File: src/hw/rtl/assert_macros.svh
// Assertion helpers shared by the RTL; both sample on i_clk and drop checks in reset.
`ifndef ASSERT_MACROS_SVH
`define ASSERT_MACROS_SVH

// Same-cycle implication.
`define UVSB_ASSERT_IMPL(lbl, ante, cons, msg) \
    lbl: assert property (@(posedge i_clk) disable iff (!i_rst_n) (ante) |-> (cons)) \
        else $error(msg);

// Next-cycle implication.
`define UVSB_ASSERT_NEXT(lbl, ante, cons, msg) \
    lbl: assert property (@(posedge i_clk) disable iff (!i_rst_n) (ante) |=> (cons)) \
        else $error(msg);

`endif

File: src/hw/rtl/uvsb_sqrt.sv
module uvsb_sqrt (
    input  logic        i_clk,
    input  logic        i_rst_n,
    input  logic        i_start,
    input  logic [63:0] i_radicand,
    output logic        o_done,
    output logic [31:0] o_root
);
    logic [63:0] r_num;
    logic [34:0] r_rem;
    logic [31:0] r_root;
    logic [4:0]  r_cnt;
    logic        r_busy;
    logic        r_done;

    logic [34:0] rem_sh;
    logic [34:0] trial;
    logic        take;

    // one root bit per cycle
    always_comb begin
        rem_sh = {r_rem[32:0], r_num[63:62]};
        trial  = {1'b0, r_root, 2'b01};
        take   = (rem_sh >= trial);
    end

    always_ff @(posedge i_clk) begin
        if (!i_rst_n) begin
            r_busy <= 1'b0;
            r_done <= 1'b0;
            r_cnt  <= 5'd0;
        end else begin
            r_done <= !i_start && r_busy && (r_cnt == 5'd31);
            if (i_start) begin
                r_busy <= 1'b1;
                r_cnt  <= 5'd0;
                r_num  <= i_radicand;
                r_rem  <= 35'd0;
                r_root <= 32'd0;
            end else if (r_busy) begin
                r_num  <= {r_num[61:0], 2'b00};
                r_rem  <= take ? (rem_sh - trial) : rem_sh;
                r_root <= {r_root[30:0], take};
                r_cnt  <= r_cnt + 5'd1;
                if (r_cnt == 5'd31) begin
                    r_busy <= 1'b0;
                end
            end
        end
    end

    assign o_done = r_done;
    assign o_root = r_root;
endmodule

File: config.mk
export PLATFORM = sky130hd
export DESIGN_NAME = uvsb_sqrt
export DESIGN_NICKNAME = d
export VERILOG_FILES = /design/src/hw/rtl/assert_macros.svh /design/src/hw/rtl/uvsb_sqrt.sv
export SDC_FILE = /design/constraint.sdc
export NUM_CORES = 1
export LEC_CHECK = 0
export BUFFER_PORTS_ARGS = -buffer_cell sky130_fd_sc_hd__buf_2
export CORE_MARGIN = 4
export CORE_UTILIZATION = 53
export CTS_CLUSTER_DIAMETER = 100
export DETAILED_ROUTE_END_ITERATION = 8
export GPL_ROUTABILITY_DRIVEN = 0
export GPL_TIMING_DRIVEN = 1
export PLACE_DENSITY_LB_ADDON = 0.25
export SETUP_SLACK_MARGIN = 0.2
export SLEW_MARGIN = 10
export SYNTH_ARGS = -nofsm -noshare
export SYNTH_HDL_FRONTEND = slang
export SYNTH_SLANG_ARGS = --single-unit
File: constraint.sdc
create_clock -name i_clk -period 3.7 [get_ports i_clk]
set_input_delay 0 -clock i_clk [delete_from_list [all_inputs] [get_ports i_clk]]
set_output_delay 0 -clock i_clk [all_outputs]
set_load 0.02 [all_outputs]
# == Word level (Yosys, flattened, before mapping) ==
# Index checks and enable logic that the tools add are counted.
# Widths: inputs -> output; s select.
# classes
n_addsub,2
magnitude_cmp,1
n_eq_ne,1
n_mux,8
bitwise_logic,1
n_reduce_logical,6
# op_table
operator,count
$mux 64,2
$mux 33,2
$ge 35x34->1,1
$sub 33x33->33,1
$mux 32,1
$add 5x1->5 const B,1
$eq 5x5->1 const B,1
$mux 1,3
$logic_and 1x1->1,2
$reduce_and 2->1,1
$reduce_bool 2->1,1
$reduce_or 2->1,1
$logic_not 1->1,1
$not 1->1,1
# word_totals
regBits,136
elab_cells,25
out_inout_bits,33
in_bits,67

# == Longest topological paths before layout ==
# depth
ltp_word,4
ltp_mapped,12
mapped_depth_nobuf,11

# == Least setup slack after synthesis ==
# OpenSTA, ideal clock, no wires.
# synth_timing
kind,reg-to-reg
start,register r_busy
end,"register r_root[0], in the netlist o_root[0], enable pin"
period_less_slack_ns,4.020
setup_time_ns,0.500
path_stages_with_launch,3
required_time_ns,3.200
path_slack_ns,-0.320
arrival_ns,3.520
cell_sequence,dfxtp_1 -> clkbuf_1 -> o21a_1
# synth_via
elab_chain_len,2
# synth_rtl
item,line_no,rtl
from (decl),uvsb_sqrt.sv:13,logic r_busy;
from (signal assigned),uvsb_sqrt.sv:29,r_busy <= 1'b0;
from (signal assigned),uvsb_sqrt.sv:35,r_busy <= 1'b1;
from (signal assigned),uvsb_sqrt.sv:46,r_busy <= 1'b0;
$reduce_bool 2->1 (no line),-,
$reduce_and 2->1 (no line),-,
to (signal assigned),uvsb_sqrt.sv:43,"r_root <= {r_root[30:0], take};"
to (decl),uvsb_sqrt.sv:11,logic [31:0] r_root;
# No other way between the ends.
# A chain may end at the register's enable or synchronous reset.

# == Final worst setup path ==
# layout_timing
start,"register r_root[0], in the netlist o_root[0]"
end,register r_rem[24] (data pin)
# layout_via
elab_chain_len,3
word_cells_on_any_way,4
# layout_rtl
item,line_no,rtl
$sub 33x33->33 or $ge 35x34->1 (tied branches),"uvsb_sqrt.sv:42, uvsb_sqrt.sv:24",
$mux 33 *,uvsb_sqrt.sv:42,r_rem <= take ? (rem_sh - trial) : rem_sh;
$mux 33 *,uvsb_sqrt.sv:40,end else if (r_busy) begin
to (signal assigned),uvsb_sqrt.sv:42,
to (decl),uvsb_sqrt.sv:10,logic [34:0] r_rem;
# Every way passes the cells marked *; elsewhere a longest branch is shown, timed or not. The select of a mux whose other input is x is not followed.

==> summary.txt <==
Initial DRC count: 467
Crit end category: flop
Leakage: 0.00388 uW
Post-DRT Antenna Nets: 0
CTS Hold Bufs: 65
Routed wl met2: 8980 um
Peak VDD IR: 0.364 mV
Placeable Area: 14000 um^2
Routed len/inst: 17.3 um
Synth async-reset ratio: 0
Largest area contributor in the netlist: edfxtp_1
Synthesized flop and latch total: 136
Total CTS buffers: 17
Post-DP HPWL: 11400 um
Bufs on Longest Clock Path: 2
GRT overflow: 0
# DRC: 0
Worst-Skew Late Latency: 0.42 ns
Setup slack, reg-to-reg: 0.50 ns
Number of global-route vias before repair: 6023
Root buffer cell: clkbuf_16
FP Rows: 43
EDFF count, synth: 129
Mapped Cells: 705
Max-Cap Viols: 0
H-tree Lvls: 4
Most common flop cell mapped by yosys: edfxtp_1
Initial antenna violation count: 1
Fmax: 313 MHz
Avg Inst Size Synth: 10.9 um^2
CP startpoint kind: flop
Synth-to-layout area growth: 24.0%
Largest net degree at the start of global routing: 80
Final worst path period need: 3.20 ns
Drt via density: 5.68
Die W: 129 um
Share of post-route cells with drive strength above 1: 0.238
Reg clk slew, reported paths: 0.06 ns
RSZ-0062 raised after global routing: false
Count leader, synth: edfxtp_1
Met1 WL: 7430 um
Setup bufs post-CTS: 0
Power per Cell Area: 489 nW/um^2
CTS tree: yes
HP Class: primary input to flop
Run status: finished, final reports clean
Final nets: 958
Post-Route WL: 18100 um
Top layer in use: met4
Core Util, Final: 0.680
Vias: 5959
Syn Std Cell Area: 7700 um^2
Slew @ Worst Pin: 0.896 ns
First-pass GRT wire length: 30000 um
Die footprint: 16500 um^2
Crit-path max FO: 5
Met3 Wirelength: 1430 um
Clock skew: 0.0144 ns
Critical Path AT: 3.36 ns
Worst slew margin: 0.403
Crit share post-route: 0.865
Synth cell count leaders: edfxtp_1 (129), nor2_1 (97), mux2_2 (63)
First-pass DRT Iterations: 5
GRT Overall Usage: 0.231
Die height: 129 um
Crit Path Class: flop to flop
Setup TNS: 0 ns
Synth top area share: 0.503
Crit path required time: 3.86 ns
# IOs: 100
Starting Density: 0.548
Post-synthesis sequential area ratio: 0.521
# setup viols final: 0
Syn_nets: 808
Hold Path Depth: 2
Post-cts sizing count: 0
R2R depth: 11
Count of cell types in the netlist: 58
Ys Warns: 0
CTS Sinks: 136
Area contributors post-synth: edfxtp_1 (50%), mux2_2 (9.2%), ha_1 (5.8%)
Hold Fails Final Rpt: 0
Port bufs: 99
Final slew viol count: 0
-- stage by stage --
stage	worst slack, ns	hold WS (ns)	cell area [um^2]	total power (uW)	cells
floorplan	0.900	0.204	7700	2650	705
global placement	0.677	0.298	8300	2850	951
detailed placement	0.604	0.293	8300	2870	951
CTS	0.544	0.128	9550	4660	1048
global route	0.315	0.146	9550	4880	1049
finish	0.501	0.133	9550	4670	1049
-- power breakdown --
group | internal (uW) | switching [uW] | total (uW)
logic | 436 | 592 | 1030
registers | 1840 | 51.3 | 1890
clock network | 1060 | 690 | 1750
total | 3340 | 1330 | 4670
-- path summary, 6_finish.rpt --
path | startpoint | end
min reg2reg | r_cnt[3] | r_cnt[3]
max reg2reg | o_root[0] | r_rem[24]
min | i_start | r_rem[3]
max | o_root[0] | r_rem[24]
-- worst max-delay path: stages, from the launching register on --
cell	delay, ns
edfxtp_1	0.42
inv_1	0.10
ha_1	0.37
nor2b_1	0.18
o311ai_0	0.29
buf_4	0.19
a31oi_1	0.09
a31oi_1	0.41
a21oi_1	0.17
a31oi_1	0.39
xor2_1	0.22
o21ai_0	0.11
-- layout make-up --
| class | count | area (um^2) |
|---|---|---|
| Multi-Input combinational cell | 483 | 3330 |
| Clock inverter | 15 | 174 |
| Fill cell | 1013 | 4490 |
| Sequential cell | 136 | 4010 |
| Timing Repair Buffer | 170 | 1210 |
| Antenna cell | 1 | 2.50 |
| Inverter | 47 | 176 |
| Tap cell | 180 | 225 |
| Clock buffer | 17 | 425 |
-- layer usage --
layer,vias to the layer above,GRT usage
met2,248,0.391
met5,-,0
met3,29,0.0718
met4,0,0.0630
li1,2872,-
met1,2810,0.288
-- sequential cells by signal, summed over array words and instances, names as in the netlist --
name,count
r_busy,1
o_root,32
r_cnt,5
r_rem,33
o_done,1
r_num,64
-- logic make-up (layout without fill, tap and decap cells) --
| logic type | Yosys count | after routing | synth area share |
|---|---|---|---|
| xor gates and xnor gates | 27 | 27 | 0.0307 |
| other | 0 | 1 | 0 |
| and+or+nand+nor | 206 | 206 | 0.124 |
| adders and majority gates | 36 | 36 | 0.0585 |
| DFF | 136 | 136 | 0.521 |
| buffers and inverters | 86 | 249 | 0.0479 |
| AOI/OAI and AO/OA | 141 | 141 | 0.113 |
| muxes | 73 | 73 | 0.105 |
-- cells in the final DEF (no fill, tap or decap), drive strengths merged, types with 3 or more instances in the layout --
master	count
edfxtp	129
buf	105
nor2	97
dlygate4sd3	65
mux2	63
a21oi	53
inv	51
nand2	38
ha	36
o21ai	30
clkbuf	17
nand3	15
xnor2	15
nand4	13
xor2	12
a21o	11
mux2i	10
a31oi	9
nor3	9
dfxtp	7
clkinv	7
nor2b	6
o211ai	5
nand2b	5
and3	5
a211oi	4
o21bai	4
nor4	4
and2	4
o21a	4
a311o	3
bufinv	3
Power figures use the tool's default switching activity.
