$ cat config.mk
export PLATFORM = sky130hd
export DESIGN_NAME = uvsb_cordic
export DESIGN_NICKNAME = d
export VERILOG_FILES = /design/src/hw/rtl/assert_macros.svh /design/src/hw/rtl/uvsb_pkg.sv /design/src/hw/rtl/uvsb_cordic.sv
export SDC_FILE = /design/constraint.sdc
export NUM_CORES = 1
export LEC_CHECK = 0
export BUFFER_PORTS_ARGS = -buffer_cell sky130_fd_sc_hd__buf_4
export CAP_MARGIN = 10
export CELL_PAD_IN_SITES_DETAIL_PLACEMENT = 0
export CELL_PAD_IN_SITES_GLOBAL_PLACEMENT = 1
export CORE_MARGIN = 2
export CORE_UTILIZATION = 29
export DETAILED_ROUTE_END_ITERATION = 16
export PLACE_DENSITY = 0.61
export RECOVER_POWER = 50
export SLEW_MARGIN = 20
export SYNTH_ARGS = -nofsm -noshare
export SYNTH_HDL_FRONTEND = slang
export SYNTH_SLANG_ARGS = --single-unit
$ cat constraint.sdc
create_clock -name i_clk -period 8.7 [get_ports i_clk]
set_clock_uncertainty 0.1 [all_clocks]
set_input_delay 0.435 -clock i_clk [delete_from_list [all_inputs] [get_ports i_clk]]
set_output_delay 0.435 -clock i_clk [all_outputs]
set_load 0.05 [all_outputs]
$ cat src/hw/rtl/assert_macros.svh
// Assertion helpers shared by the RTL; both sample on i_clk and drop checks in reset.
`ifndef ASSERT_MACROS_SVH
`define ASSERT_MACROS_SVH

// Same-cycle implication.
`define UVSB_ASSERT_IMPL(lbl, ante, cons, msg) \
    lbl: assert property (@(posedge i_clk) disable iff (!i_rst_n) (ante) |-> (cons)) \
        else $error(msg);

// Next-cycle implication.
`define UVSB_ASSERT_NEXT(lbl, ante, cons, msg) \
    lbl: assert property (@(posedge i_clk) disable iff (!i_rst_n) (ante) |=> (cons)) \
        else $error(msg);

`endif

$ cat src/hw/rtl/uvsb_pkg.sv
package uvsb_pkg;

    localparam int ANGLE_BINS_MAX_DEF = 8;
    localparam int RADIAL_BINS_DEF    = 256;
    localparam int CORDIC_STEPS       = 16;

    // configuration register indexes
    localparam logic [2:0] CFG_SIN_DEC    = 3'd0;
    localparam logic [2:0] CFG_COS_DEC    = 3'd1;
    localparam logic [2:0] CFG_DISH_DIAM  = 3'd2;
    localparam logic [2:0] CFG_DIAM_RECIP = 3'd3;
    localparam logic [2:0] CFG_BIN_ORIGIN = 3'd4;
    localparam logic [2:0] CFG_BW_RECIP   = 3'd5;
    localparam logic [2:0] CFG_ANGLE_BINS = 3'd6;

    // register reset values
    localparam logic signed [15:0] SIN_DEC_RST    = 16'sd0;
    localparam logic signed [15:0] COS_DEC_RST    = 16'sd16384;
    localparam logic [30:0]        DISH_DIAM_RST  = 31'd655360;
    localparam logic [31:0]        DIAM_RECIP_RST = 32'd1677722;
    localparam logic signed [31:0] BIN_ORIGIN_RST = 32'sd0;
    localparam logic [31:0]        BW_RECIP_RST   = 32'd16777216;
    localparam logic [3:0]         ANGLE_BINS_RST = 4'd8;

    localparam logic signed [32:0] HALF_TURN   = 33'sh040000000;
    localparam logic signed [32:0] QUART_TURN  = 33'sh020000000;
    localparam logic [16:0]        FULL_SHADOW = 17'd65536;
    localparam logic [23:0]        CNT_MAX     = 24'hFFFFFF;
    localparam logic [39:0]        SUM_MAX     = 40'hFF_FFFF_FFFF;
    localparam logic [30:0]        RADIUS_MAX  = 31'h7FFFFFFF;

    typedef struct packed {
        logic               restart;
        logic signed [31:0] delta_x;
        logic signed [31:0] delta_y;
        logic signed [31:0] delta_z;
        logic signed [15:0] sin_hour;
        logic signed [15:0] cos_hour;
    } t_sample;

    typedef struct packed {
        logic signed [31:0] u_coord;
        logic signed [31:0] v_coord;
        logic [30:0]        uv_radius;
        logic [16:0]        shadow_frac;
        logic [7:0]         radius_bin;
        logic [2:0]         angle_bin;
        logic [23:0]        bin_count;
        logic [39:0]        shadow_total;
        logic [16:0]        shadow_peak;
    } t_result;

    // arctangent of 2^-i in binary angle units, pi = 2^30
    function automatic logic [28:0] arc_angle(input logic [3:0] i);
        logic [28:0] a;
        case (i)
            4'd0:    a = 29'd268435456;
            4'd1:    a = 29'd158466703;
            4'd2:    a = 29'd83729454;
            4'd3:    a = 29'd42502379;
            4'd4:    a = 29'd21333666;
            4'd5:    a = 29'd10677233;
            4'd6:    a = 29'd5339919;
            4'd7:    a = 29'd2670122;
            4'd8:    a = 29'd1335082;
            4'd9:    a = 29'd667543;
            4'd10:   a = 29'd333772;
            4'd11:   a = 29'd166886;
            4'd12:   a = 29'd83443;
            4'd13:   a = 29'd41721;
            4'd14:   a = 29'd20861;
            4'd15:   a = 29'd10430;
            default: a = 29'd0;
        endcase
        return a;
    endfunction

endpackage

$ cat src/hw/rtl/uvsb_cordic.sv
module uvsb_cordic (
    input  logic               i_clk,
    input  logic               i_rst_n,
    input  logic               i_start,
    input  logic signed [32:0] i_x,
    input  logic signed [32:0] i_y,
    output logic               o_done,
    output logic [30:0]        o_angle
);
    logic signed [35:0] r_x;
    logic signed [35:0] r_y;
    logic signed [32:0] r_z;
    logic [3:0]         r_i;
    logic               r_busy;
    logic               r_done;
    logic [30:0]        r_angle;

    logic signed [35:0] x_sh;
    logic signed [35:0] y_sh;
    logic signed [35:0] nx;
    logic signed [35:0] ny;
    logic signed [32:0] nz;
    logic signed [32:0] arc;

    always_comb begin
        x_sh = r_x >>> r_i;
        y_sh = r_y >>> r_i;
        arc  = $signed({4'b0000, uvsb_pkg::arc_angle(r_i)});
        nx   = r_x;
        ny   = r_y;
        nz   = r_z;
        if (r_y > 36'sd0) begin
            nx = r_x + y_sh;
            ny = r_y - x_sh;
            nz = r_z + arc;
        end else if (r_y < 36'sd0) begin
            nx = r_x - y_sh;
            ny = r_y + x_sh;
            nz = r_z - arc;
        end
    end

    always_ff @(posedge i_clk) begin
        if (!i_rst_n) begin
            r_busy <= 1'b0;
            r_done <= 1'b0;
            r_i    <= 4'd0;
        end else begin
            r_done <= i_start ? (i_y == 33'sd0)
                              : (r_busy && (r_i == 4'(uvsb_pkg::CORDIC_STEPS - 1)));
            if (i_start) begin
                r_i <= 4'd0;
                if (i_y == 33'sd0) begin
                    // on the u axis: exact angle, no rotation
                    r_angle <= (i_x < 33'sd0) ? uvsb_pkg::HALF_TURN[30:0] : 31'd0;
                end else if (i_x < 33'sd0) begin
                    // rotate into the right half plane first
                    r_x    <= {{3{i_y[32]}}, i_y};
                    r_y    <= -{{3{i_x[32]}}, i_x};
                    r_z    <= uvsb_pkg::QUART_TURN;
                    r_busy <= 1'b1;
                end else begin
                    r_x    <= {{3{i_x[32]}}, i_x};
                    r_y    <= {{3{i_y[32]}}, i_y};
                    r_z    <= 33'sd0;
                    r_busy <= 1'b1;
                end
            end else if (r_busy) begin
                r_x <= nx;
                r_y <= ny;
                r_z <= nz;
                r_i <= r_i + 4'd1;
                if (r_i == 4'(uvsb_pkg::CORDIC_STEPS - 1)) begin
                    r_busy <= 1'b0;
                    if (nz < 33'sd0) begin
                        r_angle <= 31'd0;
                    end else if (nz > uvsb_pkg::HALF_TURN) begin
                        r_angle <= uvsb_pkg::HALF_TURN[30:0];
                    end else begin
                        r_angle <= nz[30:0];
                    end
                end
            end
        end
    end

    assign o_done  = r_done;
    assign o_angle = r_angle;
endmodule

=== Word-level counts from Yosys, hierarchy flattened ===
Memory sizes are Yosys's and may differ from the RTL's. A register that Yosys moved wholly into a read port is not among the register bits.
Index checks and enable logic that the tools add are counted.

* Input bits: 69
* Flip-flop bits (word level): 142
* Latch bits: 0
* Memories kept: 1
* RAM bits: 0
* Bits in read-only memories: 464

* Div/mod/pow operators: 0
* Add/subtract/negate cells: 8
* $mul: 0
* Reductions and logical operators: 9
* Eq/ne operators: 3
* $lt $le $gt $ge: 5
* Shift operators: 2
* Multiplexer cells: 32
* Bitwise gates (word level): 1

{| class="wikitable"
|+ Memories
! name !! words !! width !! read ports !! clocked after Yosys merged registers in !! write ports !! line !! text
|-
| (no name shown) || 16 || 29 || 1 || 1 || 0 || uvsb_pkg.sv:56 || <nowiki>case (i)</nowiki>
|}

{| class="wikitable"
|+ Operators with widths
! kind !! number
|-
| two-way mux 36 bit || 12
|-
| two-way mux 31 bit || 7
|-
| two-way mux 33 bit || 5
|-
| adder 36 bit || 2
|-
| >>> shifter 36 x 4 -> 36 bit || 2
|-
| subtractor 36 bit || 2
|-
| < comparator 33 x 1 -> 1 bit (second input constant) || 2
|-
| greater-than comparator 36 x 1 -> 1 bit (second input constant) || 1
|-
| < comparator 36 x 1 -> 1 bit (second input constant) || 1
|-
| negator 36 bit || 1
|-
| adder 33 x 30 -> 33 bit || 1
|-
| greater-than comparator 33 x 32 -> 1 bit (second input constant) || 1
|-
| zero test 33 bit || 1
|-
| subtractor 33 x 30 -> 33 bit || 1
|-
| two-way mux 30 bit || 1
|-
| two-way mux 4 bit || 2
|-
| AND reduction 4 bit || 2
|-
| two-way mux 1 bit || 5
|-
| adder 4 x 1 -> 4 bit (second input constant) || 1
|-
| equality test 4 bit (second input constant) || 1
|-
| nonzero test 2 bit || 2
|-
| AND reduction 3 bit || 1
|-
| nonzero test 3 bit || 1
|-
| inequality test 2 x 1 -> 1 bit (second input constant) || 1
|-
| other kinds (4) || 4
|}

=== Logic depth before layout (Yosys ltp) ===
* Depth after elaboration: 9
* Depth in mapped cells: 30
* Depth with buffers taken out: 24

=== Least setup slack after synthesis ===
Ideal clock, no wire load.

* Path kind: input-to-reg
* Start point: input i_start
* End point: register r_x[0], enable pin
* Arrival: 7629 ps
* Stages: 7
* Data required time: 7988 ps
* Setup time: 612 ps
* Setup slack: 359 ps
* Cells stage by stage: clkbuf_1 > inv_1 > nor4_1 > nand4_1 > nor3_1 > nor2_1 > a21boi_0

* Cells in the longest elaborated chain, start to end: 2
* Elaborated cells on any way between the ends: 4
* Classes of those cells: 1 x eq/ne; 3 x reduce/logical

{| class="wikitable"
|+ RTL lines
! what !! line !! text
|-
| from (decl) || uvsb_cordic.sv:4 || <nowiki>input logic i_start,</nowiki>
|-
| inequality test 2 bit (no line), or another cell as far along || - ||
|-
| AND reduction 4 bit (no line) * || - ||
|-
| to (signal assigned) || uvsb_cordic.sv:58 || <nowiki>r_x <= {{3{i_y[32]}}, i_y};</nowiki>
|-
| to (signal assigned) || uvsb_cordic.sv:63 || <nowiki>r_x <= {{3{i_x[32]}}, i_x};</nowiki>
|-
| to (signal assigned) || uvsb_cordic.sv:69 || <nowiki>r_x <= nx;</nowiki>
|-
| to (decl) || uvsb_cordic.sv:10 || <nowiki>logic signed [35:0] r_x;</nowiki>
|}

Every way passes the cells marked *; elsewhere a longest branch is shown, timed or not.
A chain may end at the register's enable or synchronous reset.

=== Worst setup path in the final report ===
* Start point: register r_y[1]
* End point: register r_x[34], data pin

* Cells in the longest elaborated chain, start to end: 6
* Elaborated cells on any way between the ends: 8
* Classes of those cells: 2 x add/sub; 1 x order compare; 1 x shift; 4 x mux

{| class="wikitable"
|+ RTL lines
! what !! line !! text
|-
| from (decl) || uvsb_cordic.sv:11 || <nowiki>logic signed [35:0] r_y;</nowiki>
|-
| from (signal assigned) || uvsb_cordic.sv:59 || <nowiki>r_y <= -{{3{i_x[32]}}, i_x};</nowiki>
|-
| from (signal assigned) || uvsb_cordic.sv:64 || <nowiki>r_y <= {{3{i_y[32]}}, i_y};</nowiki>
|-
| from (signal assigned) || uvsb_cordic.sv:70 || <nowiki>r_y <= ny;</nowiki>
|-
| >>> shifter 36 x 4 -> 36 bit || uvsb_cordic.sv:27 || <nowiki>y_sh = r_y >>> r_i;</nowiki>
|-
| subtractor 36 bit || uvsb_cordic.sv:37 || <nowiki>nx = r_x - y_sh;</nowiki>
|-
| two-way mux 36 bit || uvsb_cordic.sv:36 || <nowiki>end else if (r_y < 36'sd0) begin</nowiki>
|-
| two-way mux 36 bit * || uvsb_cordic.sv:32 || <nowiki>if (r_y > 36'sd0) begin</nowiki>
|-
| two-way mux 36 bit * || uvsb_cordic.sv:68 || <nowiki>end else if (r_busy) begin</nowiki>
|-
| two-way mux 36 bit * || uvsb_cordic.sv:51 || <nowiki>if (i_start) begin</nowiki>
|}

Every way passes the cells marked *; elsewhere a longest branch is shown, timed or not. The select of a mux whose other input is x is not followed.

==> impl_metrics.env <==
export IMPL_wire_per_inst_um=20.6
export IMPL_finalSetupViolations=0
export IMPL_critPathRequiredTime_ps=8810
export IMPL_status="complete, but fails checks"
export IMPL_avgViaCountPerCell=5.56
export IMPL_core_sq_um=69800
export IMPL_grt_max_degree=80
export IMPL_drc=0
export IMPL_crit_family="simple AND/OR/NAND/NOR gates"
export IMPL_whs_path_depth=2
export IMPL_grt_usage=0.191
export IMPL_critPathArrivalTime_ps=7490
export IMPL_vdd_drop_max_v=0.000152
export IMPL_clk_path_buf_depth=2
export IMPL_gp_congestion=0.901
export IMPL_cts_max_level=4
export IMPL_area_delta_synth_final_pct=9.95
export IMPL_worst_setup_path_type="flip-flop to flip-flop"
export IMPL_drtPass1Iterations=5
export IMPL_hold_class="input port to flip-flop"
export IMPL_dp_cells=3375
export IMPL_cts_hold_buf=0
export IMPL_critPathMaxStageDelay_ps=1040
export IMPL_synth_fp_nets=2653
export IMPL_dpl_cell_area_sq_um=22000
export IMPL_seq_area_sq_um=4790
export IMPL_root_buffer="clkbuf_16"
export IMPL_synth_ff_type="edfxtp_1"
export IMPL_netlist_area_leader_share=0.200
export IMPL_crit_slowest_cell="clkbuf_1"
export IMPL_synth_commonest_cells="nor2_1, nand2_1, a21oi_1, o21ai_0, ha_1"
export IMPL_totalWireLength_um=70200
export IMPL_instances_no_fill=3407
export IMPL_die_area_sq_um=72400
export IMPL_cts_sink_count=171
export IMPL_cpMostUsedCell="nor2_1"
export IMPL_relSlewSlack=-1.15
export IMPL_overflow=0
export IMPL_cts_tree="built"
export IMPL_rsz0062_at_grt="false"
export IMPL_reg2reg_depth=21
export IMPL_cts_setup_buffers=0
export IMPL_cts_resized=0
export IMPL_path_cells="nor4_1 -> nand4_1 -> nor3_2 -> clkbuf_1 -> nor2_1 -> buf_4 -> nor2_1 -> a21oi_1 -> fa_1 -> a211oi_1 -> nor2_1 -> o211ai_1 -> a31oi_1 -> o41ai_1 -> buf_4 -> o211ai_1 -> nand3_1 -> nand4b_1 -> o31ai_1 -> xor2_1 -> o21ai_0"
export IMPL_multiInputGateArea_sq_um=14700
export IMPL_synth_seq_cells=171
export IMPL_power_density_nw_per_um2=254
export IMPL_yosysUniqueCellTypes=85
export IMPL_die_w_um=269
export IMPL_port_buffers=100
export IMPL_route_antenna_remaining_nets=0
export IMPL_synth_area_sq_um=20400
export IMPL_cp_start_kind="flip-flop"
export IMPL_synth_edff_count=136
export IMPL_syn_avg_cell_area_sq_um=8.35
export IMPL_yosysSeqAreaShare=0.235
export IMPL_rows=97
export IMPL_cp_num_buf_inv=3
export IMPL_failed_checks="capacitance limit, slew limit"
export IMPL_grt_pass1_wl_um=109000
export IMPL_antenna_found_initial=0
export IMPL_drive_gt1_frac=0.107
export IMPL_die_height_um=269
export IMPL_vias=18958
export IMPL_diodes=0
export IMPL_yosysMostFrequentCell="nor2_1"
export IMPL_crit_fanout=23
export IMPL_async_flop_share=0
export IMPL_grt_pass1_vias=18520
export IMPL_cp_depth=21
export IMPL_fin_setup_tns_ps=0
export IMPL_ios=101
export IMPL_period_share=0.848
export IMPL_ys_warn_count=0
export IMPL_hpwl_um=53500
export IMPL_fillerInstances=7408
export IMPL_end_kind="flip-flop"
export IMPL_initialDrtViolationCount=1568
export IMPL_timing_hold_violations_final=0
export IMPL_slew_viol_final=236
export IMPL_fin_area_sq_um=22400
export IMPL_maxCapViolCount=7
export IMPL_post_route_min_period_ps=7380
export IMPL_p_total_mw=5.70
export IMPL_clock_fmax_mhz=136
export IMPL_worst_pin_slew_ps=3230
export IMPL_initial_core_util=0.292
export IMPL_p_leak_nw=8.59
export IMPL_cts_buffers=17
export IMPL_synthCells=2440
export IMPL_synth_top_area_cell="edfxtp_1"
export IMPL_clk_latency_ps=500
export IMPL_clk_pin_slew_ps=80
export IMPL_nets=2667
export IMPL_synth_area_leaders="edfxtp_1, mux4_2, ha_1, mux2i_1, a21oi_1"
worst register-to-register path, stage by stage (launching register included):
cell and delay [ps]:
edfxtp_1 480, nor4_1 630, nand4_1 230, nor3_2 210, clkbuf_1 1040, nor2_1 750
buf_4 490, nor2_1 150, a21oi_1 90, fa_1 480, a211oi_1 280, nor2_1 140
o211ai_1 370, a31oi_1 240, o41ai_1 290, buf_4 210, o211ai_1 140, nand3_1 110
nand4b_1 160, o31ai_1 280, xor2_1 160, o21ai_0 80
stage by stage:
stage / hold slack (ps) / setup WS, ps / utilization
final: 119 / 1320 / 0.321
after floorplan: 457 / 359 / -
after detailed placement: 521 / 1890 / 0.315
after global routing: 129 / 823 / 0.321
after global placement: 521 / 1830 / 0.315
after CTS: 81.4 / 1850 / 0.323
worst paths after layout:
check | startpoint | endpoint | slack [ps]
setup / recovery | r_y[1] | r_x[34] | 1320
hold / removal | i_rst_n | r_busy | 120
setup reg to reg | r_y[1] | r_x[34] | 1320
hold reg to reg | r_z[32] | r_z[32] | 530
where the power goes:
part / switching (mW) / internal [mW] / total (mW)
Sequential: 0.279 / 1.08 / 1.36
Combinational: 2.04 / 1.51 / 3.55
Clock: 0.410 / 0.380 / 0.790
Total: 2.73 / 2.97 / 5.70
registers in the layout (all words and copies together) (netlist names):
signal	cells
r_x	36
r_z	33
r_i	4
o_angle	31
r_busy	1
r_y	36
arc	29
o_done	1
cells by family (layout without fill, tap and decap cells):
logic type | after synthesis | in the layout | share of synthesized area
xor+xnor | 172 | 172 | 0.0739
buf+inv | 225 | 252 | 0.0455
mux | 232 | 232 | 0.165
compound gates | 682 | 682 | 0.209
flops | 171 | 171 | 0.235
fa+ha+maj | 144 | 144 | 0.0899
simple gates | 814 | 814 | 0.182
cells in the final DEF (no fill, tap or decap), types with 19 or more instances in the layout:
master and count:
a21o_1 48, nand2b_1 26, mux2i_1 114, nor2_1 260
a211oi_1 19, xor2_1 75, o21ai_0 164, o21bai_1 22
nand3_1 64, mux4_2 79, o211ai_1 25, nor3_1 50
nand2_1 256, buf_4 88, o21a_1 29, xnor2_1 97
nor4_1 35, dfxtp_1 31, inv_1 87, ha_1 140
a31oi_1 26, a21oi_1 207, o31ai_1 25, edfxtp_1 136
clkbuf_1 39, mux2_2 34, nor2b_1 28
layout make-up:
type / count / share of cell area
Clock buffer: 17 / 0.0190
Clock inverter: 15 / 0.00709
Inverter: 92 / 0.0154
Multi-Input combinational cell: 2044 / 0.656
Sequential cell: 171 / 0.214
Tap cell: 940 / 0.0525
Timing Repair Buffer: 128 / 0.0362
per-layer routing:
layer  vias to the layer above  part of all wire  wire (um)  GRT usage
met1                      9155              0.46      32500      0.267
met4                         0             0.019       1320     0.0526
met5                         -                 0          0          0
li1                       9058                 -          -          -
met2                       664              0.45      31800      0.303
met3                        81             0.065       4570     0.0330
(Power assumes the default switching activity.)
